### config.mk
export PLATFORM = sky130hd
export DESIGN_NAME = first_packet_protocol_classifier_unit
export DESIGN_NICKNAME = d
export VERILOG_FILES = /design/src/sv/fppc_pkg.sv /design/src/sv/fppc_name_cell.sv /design/src/sv/fppc_out_fifo.sv /design/src/sv/first_packet_protocol_classifier_unit.sv
export SDC_FILE = /design/constraint.sdc
export NUM_CORES = 1
export LEC_CHECK = 0
export ABC_AREA = 1
export BUFFER_PORTS_ARGS = -buffer_cell sky130_fd_sc_hd__buf_4
export CORE_AREA = 2 2 177 179
export DETAILED_ROUTE_END_ITERATION = 6
export DIE_AREA = 0 0 179 181
export PLACE_DENSITY = 0.39
export REMOVE_ABC_BUFFERS = 1
export SLEW_MARGIN = 20
export SYNTH_ARGS = -nofsm -noshare
export SYNTH_HDL_FRONTEND = slang
export SYNTH_SLANG_ARGS = --single-unit
### constraint.sdc
create_clock -name clk -period 4.4 [get_ports clk]
set_input_delay 0.88 -clock clk [delete_from_list [all_inputs] [get_ports clk]]
set_output_delay 0.88 -clock clk [all_outputs]
set_load 0.03 [all_outputs]
### src/sv/fppc_pkg.sv
// Shared types and constants for the first-packet protocol classifier.
// Holds the service and verdict codes, the signature bytes and the client-name table.
// No dependencies.
`default_nettype none

package fppc_pkg;

  // service codes (configuration register)
  localparam logic [2:0] SVC_NONE   = 3'd0;
  localparam logic [2:0] SVC_SSH    = 3'd1;
  localparam logic [2:0] SVC_HTTP   = 3'd2;
  localparam logic [2:0] SVC_HTTPS  = 3'd3;
  localparam logic [2:0] SVC_MSTSC  = 3'd4;
  localparam logic [2:0] SVC_RDP    = 3'd5;
  localparam logic [2:0] SVC_VNC    = 3'd6;
  localparam logic [2:0] SVC_TELNET = 3'd7;

  // verdict codes
  localparam logic [1:0] V_UNDECIDED = 2'd0;
  localparam logic [1:0] V_VERIFIED  = 2'd1;
  localparam logic [1:0] V_BLOCKED   = 2'd2;

  // fixed-position signature bytes
  localparam logic [7:0] SSH_HEAD [3] = '{8'h53, 8'h53, 8'h48};
  localparam logic [7:0] RDP_HEAD [3] = '{8'h03, 8'h00, 8'h00};
  localparam logic [7:0] VNC_HEAD [4] = '{8'h52, 8'h46, 8'h42, 8'h20};
  localparam logic [7:0] COOKIE_TXT [7] = '{8'h43, 8'h6F, 8'h6F, 8'h6B, 8'h69, 8'h65, 8'h3A};
  localparam logic [31:0] HTTP_WORDS [4] = '{32'h47455420, 32'h504F5354,
                                              32'h48454144, 32'h50555420};
  localparam logic [7:0] TLS_HANDSHAKE = 8'h16;
  localparam logic [7:0] TLS_MAJOR     = 8'h03;
  localparam logic [7:0] X224_CR       = 8'hE0;
  localparam logic [7:0] RDP_NEG_REQ   = 8'h0B;
  localparam logic [7:0] TELNET_IAC    = 8'hFF;
  localparam logic [7:0] TELNET_WILL   = 8'hFB;

  // client-name table; rows padded with zeros past their length
  localparam int unsigned NAME_COUNT = 20;
  localparam int unsigned NAME_MAX   = 10;
  localparam int unsigned NAME_CELLS = NAME_MAX - 1;

  localparam logic [3:0] NAME_LEN [NAME_COUNT] = '{
    4'd7, 4'd5, 4'd6, 4'd9, 4'd9, 4'd6, 4'd7, 4'd10, 4'd9, 4'd5,
    4'd9, 4'd7, 4'd5, 4'd9, 4'd8, 4'd8, 4'd7, 4'd8, 4'd8, 4'd8
  };

  localparam logic [7:0] NAME_TXT [NAME_COUNT][NAME_MAX] = '{
    '{8'h4F, 8'h70, 8'h65, 8'h6E, 8'h53, 8'h53, 8'h48, 8'h00, 8'h00, 8'h00},
    '{8'h50, 8'h75, 8'h54, 8'h54, 8'h59, 8'h00, 8'h00, 8'h00, 8'h00, 8'h00},
    '{8'h57, 8'h69, 8'h6E, 8'h53, 8'h43, 8'h50, 8'h00, 8'h00, 8'h00, 8'h00},
    '{8'h46, 8'h69, 8'h6C, 8'h65, 8'h5A, 8'h69, 8'h6C, 8'h6C, 8'h61, 8'h00},
    '{8'h53, 8'h65, 8'h63, 8'h75, 8'h72, 8'h65, 8'h43, 8'h52, 8'h54, 8'h00},
    '{8'h58, 8'h73, 8'h68, 8'h65, 8'h6C, 8'h6C, 8'h00, 8'h00, 8'h00, 8'h00},
    '{8'h42, 8'h69, 8'h74, 8'h76, 8'h69, 8'h73, 8'h65, 8'h00, 8'h00, 8'h00},
    '{8'h53, 8'h53, 8'h48, 8'h20, 8'h54, 8'h65, 8'h63, 8'h74, 8'h69, 8'h61},
    '{8'h54, 8'h65, 8'h72, 8'h61, 8'h20, 8'h54, 8'h65, 8'h72, 8'h6D, 8'h00},
    '{8'h4B, 8'h69, 8'h54, 8'h54, 8'h59, 8'h00, 8'h00, 8'h00, 8'h00, 8'h00},
    '{8'h52, 8'h6F, 8'h79, 8'h61, 8'h6C, 8'h20, 8'h54, 8'h53, 8'h58, 8'h00},
    '{8'h54, 8'h65, 8'h72, 8'h6D, 8'h69, 8'h75, 8'h73, 8'h00, 8'h00, 8'h00},
    '{8'h54, 8'h61, 8'h62, 8'h62, 8'h79, 8'h00, 8'h00, 8'h00, 8'h00, 8'h00},
    '{8'h43, 8'h79, 8'h62, 8'h65, 8'h72, 8'h64, 8'h75, 8'h63, 8'h6B, 8'h00},
    '{8'h46, 8'h6F, 8'h72, 8'h6B, 8'h4C, 8'h69, 8'h66, 8'h74, 8'h00, 8'h00},
    '{8'h54, 8'h72, 8'h61, 8'h6E, 8'h73, 8'h6D, 8'h69, 8'h74, 8'h00, 8'h00},
    '{8'h43, 8'h6F, 8'h72, 8'h65, 8'h46, 8'h54, 8'h50, 8'h00, 8'h00, 8'h00},
    '{8'h53, 8'h6D, 8'h61, 8'h72, 8'h74, 8'h46, 8'h54, 8'h50, 8'h00, 8'h00},
    '{8'h46, 8'h6C, 8'h61, 8'h73, 8'h68, 8'h46, 8'h58, 8'h50, 8'h00, 8'h00},
    '{8'h46, 8'h54, 8'h50, 8'h20, 8'h52, 8'h75, 8'h73, 8'h68, 8'h00, 8'h00}
  };

  // shift control shared by the window cells
  typedef struct packed {
    logic shift;  // an item is accepted this cycle
    logic flush;  // new connection: window reads as empty before this byte
    logic drop;   // last byte: window empties after this byte
  } ctl_t;

  // one result item
  typedef struct packed {
    logic blocked;
    logic newly_decided;
  } res_t;

  // Per-name hit for one window slot: slot pos holds the byte pos places
  // back from the newest, which must equal the name's char counted from
  // its end. Slots past a name's length always hit.
  function automatic logic [NAME_COUNT-1:0] name_col_hit(input logic [3:0] pos,
                                                         input logic [7:0] b);
    logic [3:0]            idx;
    logic [NAME_COUNT-1:0] hit;
    hit = '0;
    idx = '0;
    for (int n = 0; n < NAME_COUNT; n++) begin
      if (pos >= NAME_LEN[n]) begin
        hit[n] = 1'b1;
      end else begin
        idx    = NAME_LEN[n] - pos - 4'd1;
        hit[n] = (b == NAME_TXT[n][idx]);
      end
    end
    return hit;
  endfunction

endpackage

`default_nettype wire

### src/sv/fppc_name_cell.sv
// One cell of the client-name window: holds one past byte and matches it
// against its column of the name table. Depends on fppc_pkg.
`default_nettype none

module fppc_name_cell
  import fppc_pkg::*;
#(
  parameter int unsigned POS = 1
) (
  input  wire logic                  clk,
  input  wire logic                  rst,
  input  wire ctl_t                  ctl,
  input  wire logic [7:0]            byte_in,
  output logic      [7:0]            byte_out,
  output logic      [NAME_COUNT-1:0] hit
);

  logic [7:0] held;

  // shift in from the neighbor, empty after the last byte of a packet
  always_ff @(posedge clk) begin
    if (rst) begin
      held <= 8'd0;
    end else if (ctl.shift) begin
      held <= ctl.drop ? 8'd0 : byte_in;
    end
  end

  // a new connection drops the partial packet
  assign byte_out = ctl.flush ? 8'd0 : held;

  assign hit = name_col_hit(4'(POS), byte_out);

endmodule

`default_nettype wire

### src/sv/fppc_out_fifo.sv
// Two-entry result queue between the classifier and the output channel.
// Depends on fppc_pkg.
`default_nettype none

module fppc_out_fifo
  import fppc_pkg::*;
(
  input  wire logic clk,
  input  wire logic rst,
  input  wire logic push,
  input  wire res_t din,
  output logic      full,
  output logic      out_valid,
  input  wire logic out_stall,
  output res_t      dout
);

  logic [1:0] cnt;
  logic [1:0] cnt_next;
  res_t       ent0;
  res_t       ent0_next;
  res_t       ent1;
  res_t       ent1_next;
  logic       pop;
  logic [1:0] slot;

  assign pop       = out_valid & ~out_stall;
  assign out_valid = (cnt != 2'd0);
  assign full      = (cnt == 2'd2);
  assign dout      = ent0;

  // pop shifts the tail forward; push lands in the first free slot
  always_comb begin
    ent0_next = ent0;
    ent1_next = ent1;
    slot      = cnt - {1'b0, pop};
    if (pop) begin
      ent0_next = ent1;
    end
    if (push) begin
      if (slot == 2'd0) begin
        ent0_next = din;
      end else begin
        ent1_next = din;
      end
    end
    cnt_next = cnt + {1'b0, push} - {1'b0, pop};
  end

  always_ff @(posedge clk) begin
    if (rst) begin
      cnt <= 2'd0;
    end else begin
      cnt <= cnt_next;
    end
  end

  always_ff @(posedge clk) begin
    ent0 <= ent0_next;
    ent1 <= ent1_next;
  end

endmodule

`default_nettype wire

### src/sv/first_packet_protocol_classifier_unit.sv
// First-packet protocol classifier, top level.
// Uses fppc_pkg, fppc_name_cell and fppc_out_fifo.
//
// Input channel (in_valid / in_stall): one packet byte per item with
// new_connection and last_byte flags. An item is taken on every cycle
// where in_valid is high and in_stall low; one byte per cycle sustained
// while the result queue has room.
// Output channel (out_valid / out_stall): one item per packet, issued for
// its last byte, carrying blocked and newly_decided. The item is registered
// in the result queue when the last byte is taken, behind any earlier items.
// Middle bytes give no item. The client-name search runs in a row of
// window cells that shift one byte per accepted item, so the window keeps
// pace with the input at one byte per cycle.
// Results wait in a two-entry queue; input stalls only while both entries
// are full, i.e. when the receiver has held out_stall long enough.
// The service register is written through cfg_wr_en / cfg_wr_data; the user
// must write it only while the block is idle (not enforced by the block).
// Reset (rst, synchronous): service none, verdict undecided, packet state
// and window cleared, result queue empty. No clearing pass is needed.
`default_nettype none

module first_packet_protocol_classifier_unit
  import fppc_pkg::*;
#(
  parameter int unsigned MAX_PACKET_LEN = 65535
) (
  input  wire logic       clk,
  input  wire logic       rst,
  input  wire logic       cfg_wr_en,
  input  wire logic [2:0] cfg_wr_data,
  input  wire logic       in_valid,
  output logic            in_stall,
  input  wire logic       new_connection,
  input  wire logic [7:0] data_byte,
  input  wire logic       last_byte,
  output logic            out_valid,
  input  wire logic       out_stall,
  output logic            blocked,
  output logic            newly_decided
);

  localparam int unsigned PW = $clog2(MAX_PACKET_LEN + 1);

  logic [2:0]    svc_sel;
  logic [1:0]    verdict;
  logic [PW-1:0] byte_pos;
  logic          sig_ok;
  logic          name_found;
  logic          zero_seen;

  logic          in_acc;
  ctl_t          ctl;
  logic [PW-1:0] p_eff;
  logic [PW-1:0] count;
  logic [1:0]    verdict_eff;
  logic          sig_eff;
  logic          name_eff;
  logic          zero_eff;
  logic          fits;
  logic          pkt_match;
  logic          sig_next;
  logic          name_next;
  logic          zero_next;
  logic          name_hit;
  logic [31:0]   head_word;
  logic          http_ok;
  res_t          res;
  res_t          res_out;
  logic          fifo_full;

  logic [7:0]            win   [NAME_CELLS];
  logic [NAME_COUNT-1:0] c_hit [NAME_CELLS];
  logic [NAME_COUNT-1:0] all_hit;

  assign in_acc    = in_valid & ~in_stall;
  assign ctl.shift = in_acc;
  assign ctl.flush = new_connection;
  assign ctl.drop  = last_byte;

  // configuration register
  always_ff @(posedge clk) begin
    if (rst) begin
      svc_sel <= SVC_NONE;
    end else if (cfg_wr_en) begin
      svc_sel <= cfg_wr_data;
    end
  end

  // window cells, newest byte enters at cell 0
  for (genvar k = 0; k < NAME_CELLS; k++) begin : g_cell
    logic [7:0] chain_in;
    if (k == 0) begin : g_head
      assign chain_in = data_byte;
    end else begin : g_body
      assign chain_in = win[k-1];
    end
    fppc_name_cell #(
      .POS (k + 1)
    ) u_cell (
      .clk      (clk),
      .rst      (rst),
      .ctl      (ctl),
      .byte_in  (chain_in),
      .byte_out (win[k]),
      .hit      (c_hit[k])
    );
  end

  // a name ends at the current byte when every slot agrees
  always_comb begin
    all_hit = name_col_hit(4'd0, data_byte);
    for (int k = 0; k < NAME_CELLS; k++) begin
      all_hit = all_hit & c_hit[k];
    end
    name_hit = |all_hit;
  end

  // per-connection and per-packet state as seen by this byte
  assign p_eff       = new_connection ? '0 : byte_pos;
  assign verdict_eff = new_connection ? V_UNDECIDED : verdict;
  assign sig_eff     = new_connection ? 1'b1 : sig_ok;
  assign name_eff    = new_connection ? 1'b0 : name_found;
  assign zero_eff    = new_connection ? 1'b0 : zero_seen;
  assign count       = (p_eff < PW'(MAX_PACKET_LEN)) ? p_eff + PW'(1) : PW'(MAX_PACKET_LEN);

  // bytes 0..3 of the packet, oldest first, at position 3
  assign head_word = {win[2], win[1], win[0], data_byte};

  always_comb begin
    http_ok = 1'b0;
    for (int w = 0; w < 4; w++) begin
      http_ok = http_ok | (head_word == HTTP_WORDS[w]);
    end
  end

  // fixed-position check of this byte
  always_comb begin
    fits = 1'b1;
    unique case (svc_sel)
      SVC_SSH: begin
        if (p_eff < PW'(3)) fits = (data_byte == SSH_HEAD[p_eff[1:0]]);
      end
      SVC_HTTP: begin
        if (p_eff == PW'(3)) fits = http_ok;
      end
      SVC_HTTPS: begin
        if (p_eff == PW'(0)) fits = (data_byte == TLS_HANDSHAKE);
        else if (p_eff == PW'(1)) fits = (data_byte == TLS_MAJOR);
      end
      SVC_MSTSC: begin
        if (p_eff < PW'(3)) fits = (data_byte == RDP_HEAD[p_eff[1:0]]);
        else if (p_eff == PW'(5)) fits = (data_byte == X224_CR);
        else if (p_eff >= PW'(11) && p_eff <= PW'(17))
          fits = (data_byte == COOKIE_TXT[3'(p_eff - PW'(11))]);
        else if (p_eff == PW'(43)) fits = (data_byte == RDP_NEG_REQ);
      end
      SVC_RDP: begin
        if (p_eff < PW'(3)) fits = (data_byte == RDP_HEAD[p_eff[1:0]]);
      end
      SVC_VNC: begin
        if (p_eff < PW'(4)) fits = (data_byte == VNC_HEAD[p_eff[1:0]]);
      end
      SVC_TELNET: begin
        if (p_eff == PW'(0)) fits = (data_byte == TELNET_IAC);
        else if (p_eff == PW'(1)) fits = (data_byte == TELNET_WILL);
      end
      default: fits = 1'b1;
    endcase
  end

  assign sig_next  = sig_eff & fits;
  assign zero_next = zero_eff | (data_byte == 8'd0);
  assign name_next = name_eff | ((data_byte != 8'd0) & ~zero_eff & name_hit);

  // whole-packet decision on the last byte
  always_comb begin
    unique case (svc_sel)
      SVC_NONE:  pkt_match = 1'b1;
      SVC_SSH:   pkt_match = sig_next & (count >= PW'(20)) & name_next;
      SVC_HTTP:  pkt_match = sig_next & (count >= PW'(4));
      SVC_HTTPS: pkt_match = sig_next & (count >= PW'(3));
      SVC_MSTSC: pkt_match = sig_next & (count == PW'(47));
      SVC_RDP:   pkt_match = sig_next & (count >= PW'(19));
      SVC_VNC:   pkt_match = sig_next & (count >= PW'(4));
      default:   pkt_match = sig_next & (count >= PW'(3));
    endcase
  end

  always_comb begin
    res.newly_decided = (verdict_eff == V_UNDECIDED);
    if (verdict_eff == V_UNDECIDED) begin
      res.blocked = ~pkt_match;
    end else begin
      res.blocked = (verdict_eff == V_BLOCKED);
    end
  end

  // state update per accepted byte
  always_ff @(posedge clk) begin
    if (rst) begin
      verdict    <= V_UNDECIDED;
      byte_pos   <= '0;
      sig_ok     <= 1'b1;
      name_found <= 1'b0;
      zero_seen  <= 1'b0;
    end else if (in_acc) begin
      if (last_byte) begin
        if (verdict_eff == V_UNDECIDED) begin
          verdict <= pkt_match ? V_VERIFIED : V_BLOCKED;
        end else begin
          verdict <= verdict_eff;
        end
        byte_pos   <= '0;
        sig_ok     <= 1'b1;
        name_found <= 1'b0;
        zero_seen  <= 1'b0;
      end else begin
        verdict    <= verdict_eff;
        byte_pos   <= count;
        sig_ok     <= sig_next;
        name_found <= name_next;
        zero_seen  <= zero_next;
      end
    end
  end

  // result queue
  fppc_out_fifo u_out_fifo (
    .clk       (clk),
    .rst       (rst),
    .push      (in_acc & last_byte),
    .din       (res),
    .full      (fifo_full),
    .out_valid (out_valid),
    .out_stall (out_stall),
    .dout      (res_out)
  );

  assign in_stall      = fifo_full;
  assign blocked       = res_out.blocked;
  assign newly_decided = res_out.newly_decided;

  // input only stalls behind queued results
  a_stall_needs_result: assert property (@(posedge clk) disable iff (rst)
    in_stall |-> out_valid)
    else $error("input stalled with no result pending");

  // a finished packet always leaves a settled verdict
  a_verdict_settled: assert property (@(posedge clk) disable iff (rst)
    (in_valid && !in_stall && last_byte) |=> (verdict != V_UNDECIDED))
    else $error("verdict still undecided after a packet");

  // packet state restarts after the last byte
  a_packet_restart: assert property (@(posedge clk) disable iff (rst)
    (in_valid && !in_stall && last_byte) |=>
      (byte_pos == '0 && sig_ok && !name_found && !zero_seen))
    else $error("packet state not cleared after last byte");

  // a result is queued the cycle after every last byte
  a_result_queued: assert property (@(posedge clk) disable iff (rst)
    (in_valid && !in_stall && last_byte) |=> out_valid)
    else $error("no result after last byte");

endmodule

`default_nettype wire

==> flow_metrics.tcl, run 1 <==
set metrics [dict create \
    status "complete, no violations" \
    first_global_vias 7803 \
    synth_area_leader_cell "dfxtp_1" \
    leakage_power_summed_over_all_cells_nw 3.232 \
    min_from "u_out_fifo.cnt[1]" \
    portBuffers 21 \
    power_frac_seq 0.415 \
    p_total_mw 2.376 \
    drtPass1Iterations 5 \
    setup_ws_ps 913.1 \
    holdWs_ps 454.8 \
    finalClockSkew_ps 11.21 \
    grt_util_all_layers 0.1809 \
    design.die.area_um2 32400 \
    clock_tree.buffer_depth 2 \
    yosys_warnings 0 \
    vias 8222 \
    worst-slew-pin-transition_ps 855.6 \
    max-cap-violations 0 \
    antenna_found_initial 0 \
    first_iter_violations 572 \
    worstSetupEndpointType "flip-flop" \
    synth-edff-count 2 \
    clock_root_buffer "clkbuf_16" \
    grt_start_max_net_pins 96 \
    num-fill-cells 3517 \
    core_footprint_um2 30350 \
    synth.distinct_cells 42 \
    count_of_instances_resized_after_the_clock_tree_is_built 0 \
    max_freq_mhz 286.8 \
    syn_to_final_growth_pct 11.50 \
    synthDominantCellAreaShare 0.2664 \
    std_cell_rows 64 \
    p_clk_frac 0.388 \
    die-height_um 181 \
    start_kind "input port" \
    power.density_nw_per_um2 283.5 \
    share_of_post_route_cells_with_drive_strength_above_1 0.07513 \
    pre_cts_ws_ps 530.0 \
    fin_nets 1347 \
    cts_tree "done" \
    critPathArrivalTime_ps 3610 \
    async_flop_share 0 \
    worst_skew_pair.late_latency_ps 370 \
    synth-seq-cells 102 \
    htree_levels 3 \
    final_cells 1727 \
    synth_top_flop_cell "dfxtp_1" \
    timing.setup.critical_path_class "input port to flip-flop" \
    cts_hold_repair.buffers 0 \
    rr_startpoint "g_cell[2].u_cell.held[6]" \
    relative_contribution_of_combinational_cells_to_total_power 0.196 \
    switchingPower_uw 749.7 \
    swShare 0.3156 \
    die_w_um 179 \
    synth_sequential_area_ratio 0.2743 \
    crit_path_start "new_connection" \
    grt_first_pass_wirelength_um 45170 \
    min_path_type "flip-flop to flip-flop" \
    cts.clk_slew.worst_paths_ps 70 \
    post-route-util 0.2761 \
    final_hold_viol_count 0 \
    pin_count 22 \
    gp_congestion 0.9763 \
    antenna_cells 0 \
    dpl.hpwl_um 22360 \
    overflow 0 \
    rsz0062_at_grt "no" \
    finalSetupViolCount 0 \
    slew_headroom 0.4236 \
    netlist_top_cells_area "dfxtp_1 27%, nand2_1 22%, nor2_1 11%, nand3_1 7.6%, a21oi_1 7.1%" \
    via_per_inst 4.761 \
    vdd_ir_drop_max_mv 0.1835 \
    number_of_buffers_created_by_cts 9 \
    syn_avg_cell_area_um2 5.643 \
    drtAntennaViolNets 0 \
    initial_utilization 0.2477 \
    synthCells 1332 \
    final_min_period_over_clock_period 0.7925 \
    cts_post_setup_buffers_inserted 0 \
    number_of_cells_after_detailed_placement 1710 \
    drv_slew 0 \
    p_int_mw 1.626 \
    detail_route.drc_violations 0 \
    wl_um 29120 \
    synth.cell_area_um2 7516 \
    worstPathMaxFanout 69 \
    critPathRequiredTime_ps 4520 \
    cts.sink_count 102 \
    finalWorstPathRequiredPeriod_ps 3487 \
    avgRoutedWirePerCell_um 16.86 \
]
[cells in the mapped netlist (2+ instances only)]
cell type	instances
nor2_1	218
nor3_1	36
nand2_1	433
and3_1	2
clkbuf_1	35
ha_1	3
buf_2	4
nand4_1	33
xor2_1	4
a21oi_1	107
nor2_4	3
buf_4	2
nand3_1	114
nor2_2	10
o21ai_1	5
o21ai_0	33
inv_2	15
nor3b_1	3
a21oi_2	3
inv_1	118
o211ai_1	2
buf_6	5
buf_1	4
nand3b_1	12
nand3_2	4
nand2_2	6
nor3_2	3
dfxtp_1	100
edfxtp_1	2
[layout by cell type, fill, tap and decap left out, types with 2 or more instances in the layout]
cell / netlist / final
inv_1: 118 / 118
clkinv_2: 0 / 2
nand2_1: 433 / 433
a21oi_2: 3 / 3
edfxtp_1: 2 / 2
nand3_1: 114 / 114
nand3_2: 4 / 4
nor2_1: 218 / 217
xor2_1: 4 / 4
a21oi_1: 107 / 107
clkbuf_16: 0 / 10
bufinv_16: 0 / 2
o21ai_1: 5 / 4
nor2_4: 3 / 4
dfxtp_1: 100 / 100
and3_1: 2 / 2
o211ai_1: 2 / 2
nor3_1: 36 / 36
nand3b_1: 12 / 12
nor3_2: 3 / 3
inv_2: 15 / 15
o21ai_0: 33 / 33
nor2_2: 10 / 10
buf_4: 2 / 33
nor3b_1: 3 / 3
ha_1: 3 / 3
nand2_2: 6 / 6
nand4_1: 33 / 33
[power by group through the flow]
stage               clock, mW  sequential, mW  combinational (mW)
finish                  0.923           0.987               0.466
global route            0.993           0.991               0.521
CTS                     0.963           0.987               0.459
detailed placement          0            1.01               0.458
global placement            0            1.01               0.461
floorplan                   0            1.02               0.257
[routing by layer]
layer	track usage	wire length [um]
met3	0.02588	946
met5	0	0
met4	0.04325	474
met2	0.3018	13680
met1	0.2440	14020
[critical path, cell delays in order]
cell     delay, ps
buf_4          200
inv_8          330
nand2_1        220
ha_1           500
nand3_1        140
nand3_1        100
nand3_1         70
nor2_1         110
nand2_1         60
nor2_1          80
nand2_1         60
nand2_1         60
nand2_1         50
nand2_1         60
nand2_1         50
nand3_1         70
nand2_1         90
nor2_1          90
nand2_1         50
nand2_1         80
nand3_2         80
nand2_2         80
inv_1           40
[state kept, by name, summed over array words and instances, names as in the netlist]
register,count
zero_seen,1
u_out_fifo.cnt,2
verdict,2
byte_pos,16
sig_ok,1
svc_sel,3
name_found,1
u_out_fifo.dout,2
u_out_fifo.ent1,2
g_cell.u_cell.held,72
[logic make-up (layout without fill, tap and decap cells)]
family / count (synthesis) / after routing / synth area share
AO/OA/AOI/OAI: 154 / 154 / 0.1064
flip-flops: 102 / 102 / 0.2743
buffers and inverters: 185 / 184 / 0.1022
adder cells (fa/ha/maj): 3 / 3 / 0.004995
XOR/XNOR: 4 / 4 / 0.004661
AND/OR/NAND/NOR: 884 / 884 / 0.5074
[path summary, 6_finish.rpt]
path                                            to  slack, ps  cells after the start
worst max-delay path            u_out_fifo.ent1[1]        910                     23
worst min-delay path             u_out_fifo.cnt[1]        450                      1
worst max register to register  u_out_fifo.ent1[1]       1600                     21
worst min register to register   u_out_fifo.cnt[1]        450                      1
[area by class of cell]
class / instances / area [um^2] / share of cell area
clock buffer: 11 / 254.0 / 0.03031
clock inverter: 5 / 78.83 / 0.009406
inverter: 134 / 510.5 / 0.06091
multi-input combinational: 1045 / 4705 / 0.5614
sequential: 102 / 2062 / 0.2460
tap: 396 / 495.5 / 0.05912
timing repair buffer: 34 / 275.3 / 0.03285
[stage by stage]
stage | instance area (um^2) | TNS [ps]
finish | 8381 | 0
global route | 8381 | 0
CTS | 8353 | 0
detailed placement | 8020 | 0
global placement | 8020 | 0
floorplan | 7258 | -228810
(Power assumes the default switching activity.)
==> run 2, diff against run 1 <==
PLACE_DENSITY = 0.4   (was 0.39)
clock period = 3.1 ns   (was 4.4 ns; I/O delays follow)
==> flow_metrics.tcl, run 2 (synthesis gave the netlist of run 1 again) <==
set metrics [dict create \
    gp_congestion 0.9630 \
    avgRoutedWirePerCell_um 16.01 \
    final_min_period_over_clock_period 0.8971 \
    grt_start_max_net_pins 96 \
    cts.sink_count 102 \
    finalWorstPathRequiredPeriod_ps 2781 \
    antenna_cells 0 \
    dpl-instance-area_um2 9364 \
    vias 8828 \
    first_iter_violations 606 \
    worstPathMaxFanout 21 \
    worst-slew-pin-transition_ps 576.8 \
    drv_slew 0 \
    crit_path_start "new_connection" \
    start_kind "input port" \
    finalSetupViolCount 0 \
    detail_route.drc_violations 0 \
    die-height_um 181 \
    final_hold_viol_count 0 \
    worstSetupEndpointType "flip-flop" \
    leakage_power_summed_over_all_cells_nw 4.095 \
    number_of_buffers_created_by_cts 9 \
    worstHoldPathCells 1 \
    design.die.area_um2 32400 \
    count_of_instances_resized_after_the_clock_tree_is_built 0 \
    drtAntennaViolNets 0 \
    min_from "u_out_fifo.cnt[1]" \
    largest_register_ffs 72 \
    reg.largest.list "g_cell.u_cell.held: 72 flops, byte_pos: 16 flops, svc_sel: 3 flops" \
    core_footprint_um2 30350 \
    p_total_mw 3.367 \
    share_of_post_route_cells_with_drive_strength_above_1 0.1834 \
    cts_post_setup_buffers_inserted 0 \
    pin_count 22 \
    clock_tree.buffer_depth 2 \
    slew_headroom 0.6155 \
    mostFrequentLayoutCell "nand2_1" \
    worst_skew_pair.late_latency_ps 370 \
    min_path_type "flip-flop to flip-flop" \
    finalClockSkew_ps 9.468 \
    drtPass1Iterations 5 \
    final_cell_area_excluding_filler_cells_um2 9707 \
    wl_um 30430 \
    via_per_inst 4.644 \
    critPathArrivalTime_ps 2910 \
    initial_utilization 0.2477 \
    power.density_nw_per_um2 346.8 \
    max_freq_mhz 359.6 \
    critPathRequiredTime_ps 3230 \
    portBuffers 21 \
    clock_root_buffer "clkbuf_16" \
    cts_hold_repair.buffers 0 \
    max-cap-violations 0 \
    dpl.hpwl_um 24070 \
    status "complete, no violations" \
    htree_levels 3 \
    overflow 0 \
    die_w_um 179 \
    most_used_cells_in_the_layout_excluding_fill_and_tap_cells "433 x nand2_1, 217 x nor2_1, 204 x buf_4" \
    cts.clk_slew.worst_paths_ps 80 \
    first_global_vias 8532 \
    fin_nets 1521 \
    vdd_ir_drop_max_mv 0.2599 \
    antenna_found_initial 0 \
    rr_startpoint "byte_pos[2]" \
    cts_tree "done" \
    syn_to_final_growth_pct 29.15 \
    regMostFlops "g_cell.u_cell.held" \
    timing.setup.critical_path_class "input port to flip-flop" \
    r2r_cells 21 \
    grt_first_pass_wirelength_um 48260 \
    rsz0062_at_grt "no" \
    grt_util_all_layers 0.1937 \
    std_cell_rows 64 \
]
[run 2: layer usage]
layer | vias up | global-route usage | part of all wire
li1 | 4608 | - | -
met3 | 16 | 0.02357 | 0.030
met2 | 137 | 0.3349 | 0.49
met4 | 0 | 0.03642 | 0.010
met5 | - | 0 | 0
met1 | 4067 | 0.2579 | 0.47
[run 2: where the power goes]
| group | switching (mW) | internal [mW] | leakage [nW] |
|---|---|---|---|
| Combinational | 0.485 | 0.222 | 3.12 |
| Sequential | 0.0396 | 1.36 | 0.826 |
| Clock | 0.609 | 0.649 | 0.154 |
| Total | 1.13 | 2.23 | 4.09 |
[run 2: final cells by class]
class                           count  area [um^2]
Fill cell                        3480        20640
Multi-Input combinational cell   1045         4710
Sequential cell                   102         2062
Timing Repair Buffer              208         1619
Inverter                          134        510.5
Tap cell                          396        495.5
Clock buffer                        9        225.2
Clock inverter                      7        85.08
[run 2: final timing paths]
path | to | slack [ps]
worst min register to register | u_out_fifo.cnt[1] | 450
worst max register to register | u_out_fifo.ent1[1] | 540
worst max-delay path | u_out_fifo.ent1[1] | 320
worst min-delay path | u_out_fifo.cnt[1] | 450
[run 2: metrics by stage]
stage	setup TNS [ps]	setup slack, ps	hold slack, ps	std cells	util
6_report	0	319.0	452.4	1901	0.3198
5_1_grt	0	11.39	486.8	1901	0.3198
4_1_cts	0	297.5	455.2	1900	0.3188
3_5_place_dp	-100.3	-93.62	444.7	1884	0.3085
3_3_place_gp	-223.8	-128.9	445.5	1884	0.3085
2_1_floorplan	-355290	-3900	421.7	1281	-
[run 2: worst max-delay path, cell delays in order]
cell     delay [ps]
buf_4           150
inv_8           160
buf_4           230
nand2_1          90
inv_1           130
nand2_1          80
nor3_1          180
buf_4           160
nor3b_1         210
nand3_1         160
nand3_1         120
nor2_1           50
nand3_1          90
nand2_1          70
nand2_1          80
nand2_1          50
nand2_1          80
nand3_2          80
nand2_2          80
inv_1            40
==> run 3, diff against run 2 <==
RECOVER_POWER = 100   (was unset)
REMOVE_ABC_BUFFERS = unset   (was 1)
==> flow_metrics.tcl, run 3 (synthesis gave the netlist of run 1 again) <==
set metrics [dict create \
    status "complete, no violations" \
    rsz0062_at_grt "no" \
    crit_path_start "new_connection" \
    cp_slowest_stage_delay_ps 230 \
    worst-slew-pin-transition_ps 1094 \
    max_freq_mhz 354.4 \
    crit_top_cell "nand2_1" \
    antenna_cells 0 \
    max-cap-violations 0 \
    min_delay_worst_endpoint "u_out_fifo.cnt[1]" \
    via_per_inst 4.550 \
    worstPathMaxFanout 33 \
    critPathArrivalTime_ps 2950 \
    slew_headroom 0.2708 \
    timing.reg2reg.setup_slack_ps 440 \
    syn_to_final_growth_pct 31.31 \
    avgRoutedWirePerCell_um 15.64 \
    antenna_found_initial 1 \
    final_cell_area_excluding_filler_cells_um2 9869 \
    post-route-util 0.3252 \
    worst_skew_pair.late_latency_ps 370 \
    relative_contribution_of_combinational_cells_to_total_power 0.201 \
    critPathRequiredTime_ps 3230 \
    overflow 0 \
    core_footprint_um2 30350 \
    rr_startpoint "byte_pos[2]" \
    portBuffers 21 \
    final_min_period_over_clock_period 0.9102 \
    r2r_cells 21 \
    vdd_ir_drop_max_mv 0.2534 \
    setup_ws_ps 278.5 \
    gr-max-usage-layer "met2" \
    cts_hold_repair.buffers 0 \
    grt_util_met2 0.3255 \
    pin_count 22 \
    htree_levels 3 \
    cts.sink_count 102 \
    timing.setup.critical_path_class "input port to flip-flop" \
    p_total_mw 3.330 \
    final_cells 1929 \
    multi_input_comb_area_um2 4698 \
    largest_register_ffs 72 \
    design.die.area_um2 32400 \
    tns_ps 0 \
    min_path_type "flip-flop to flip-flop" \
    swShare 0.3200 \
    min_from "u_out_fifo.cnt[1]" \
    reg2reg_to "u_out_fifo.ent1[1]" \
    holdWs_ps 449.7 \
    worstHoldPathCells 1 \
    grt_util_met3 0.02420 \
    p_int_mw 2.265 \
    most_used_cells_in_the_layout_excluding_fill_and_tap_cells "433 x nand2_1, 227 x buf_4, 215 x nor2_1" \
    path_buf_inv 5 \
    dpl.hpwl_um 23800 \
    wl_um 30170 \
    grt_start_max_net_pins 91 \
    cts.clk_slew.worst_paths_ps 70 \
    grt_first_pass_wirelength_um 47950 \
    worstSetupEndpointType "flip-flop" \
    finalSetupViolCount 0 \
    globalRouteMet1Util 0.2569 \
    die_w_um 179 \
    regMostFlops "g_cell.u_cell.held" \
    finalClockSkew_ps 10.87 \
    cells_along_the_critical_path "buf_4 > clkinv_8 > buf_4 > nand2_1 > inv_1 > nor2_1 > nand4_1 > nor2_1 > nand2_1 > nor2_1 > nor2_1 > nand2_1 > nor2_1 > nand3_1 > nand2_1 > nand2_1 > nand2_1 > nand2_1 > nand3_2 > nand2_2 > inv_1" \
    drtAntennaViolNets 0 \
    dpl-instance-area_um2 9582 \
    power.density_nw_per_um2 337.4 \
    power_frac_seq 0.419 \
    fin_nets 1549 \
    mostFrequentLayoutCell "nand2_1" \
    p_clk_frac 0.380 \
    gp_congestion 0.9350 \
    cp_slowest_cell "buf_4" \
    number_of_cells_after_detailed_placement 1913 \
    clock_tree.buffer_depth 2 \
    share_of_post_route_cells_with_drive_strength_above_1 0.1937 \
    post_synthesis_net_count 1353 \
    leakage_power_summed_over_all_cells_nw 4.204 \
    switchingPower_mw 1.066 \
    finalWorstPathRequiredPeriod_ps 2822 \
    vias 8777 \
    std_cell_rows 64 \
    first_global_vias 8650 \
    drtPass1Iterations 5 \
    die-height_um 181 \
    initial_utilization 0.2477 \
    num-fill-cells 3452 \
    grt_util_all_layers 0.1910 \
    pre_cts_ws_ps -156.9 \
    detail_route.drc_violations 0 \
    clock_root_buffer "clkbuf_16" \
    final_hold_viol_count 0 \
    first_iter_violations 475 \
    start_kind "input port" \
    drv_slew 0 \
    reg.largest.list "g_cell.u_cell.held: 72 flops, byte_pos: 16 flops, svc_sel: 3 flops" \
    cts_tree "done" \
    sequential_cell_area_um2 2062 \
    critical_path.top_delay_family "simple AND/OR/NAND/NOR gates" \
    number_of_buffers_created_by_cts 9 \
]
[run 3: timing repair]
item	in CTS	in global routing
gates resized for setup	0	3
setup endpoints to repair	0	2
setup buffers	0	0
[run 3: worst max-delay path by stage]
stage | endpoint | depth (start not counted)
after detailed placement | u_out_fifo.ent1[1] | 22
after global routing | u_out_fifo.ent1[1] | 21
after global placement | u_out_fifo.ent1[1] | 22
after CTS | u_out_fifo.ent1[1] | 22
after floorplan | u_out_fifo.ent1[1] | 28
final | u_out_fifo.ent1[1] | 21
[run 3: cell type report]
| type | instances | area share |
|---|---|---|
| inverters | 134 | 0.05223 |
| repair buffers | 236 | 0.1813 |
| flip-flops and latches | 102 | 0.2089 |
| well taps | 396 | 0.05020 |
| clock inverters | 4 | 0.007353 |
| multi-input cells | 1045 | 0.4760 |
| clock buffers | 12 | 0.02396 |
[run 3: power groups by stage]
stage	registers [mW]	logic, mW	clock network (mW)
finish	1.39	0.671	1.26
global route	1.40	0.748	1.37
CTS	1.40	0.714	1.32
detailed placement	1.43	0.712	0
global placement	1.43	0.717	0
floorplan	1.45	0.424	0
[run 3: routing by layer]
metal	vias to the layer above	wire length, um
met4	0	351
li1	4653	-
met5	-	0
met1	3974	14580
met2	127	14400
met3	23	843
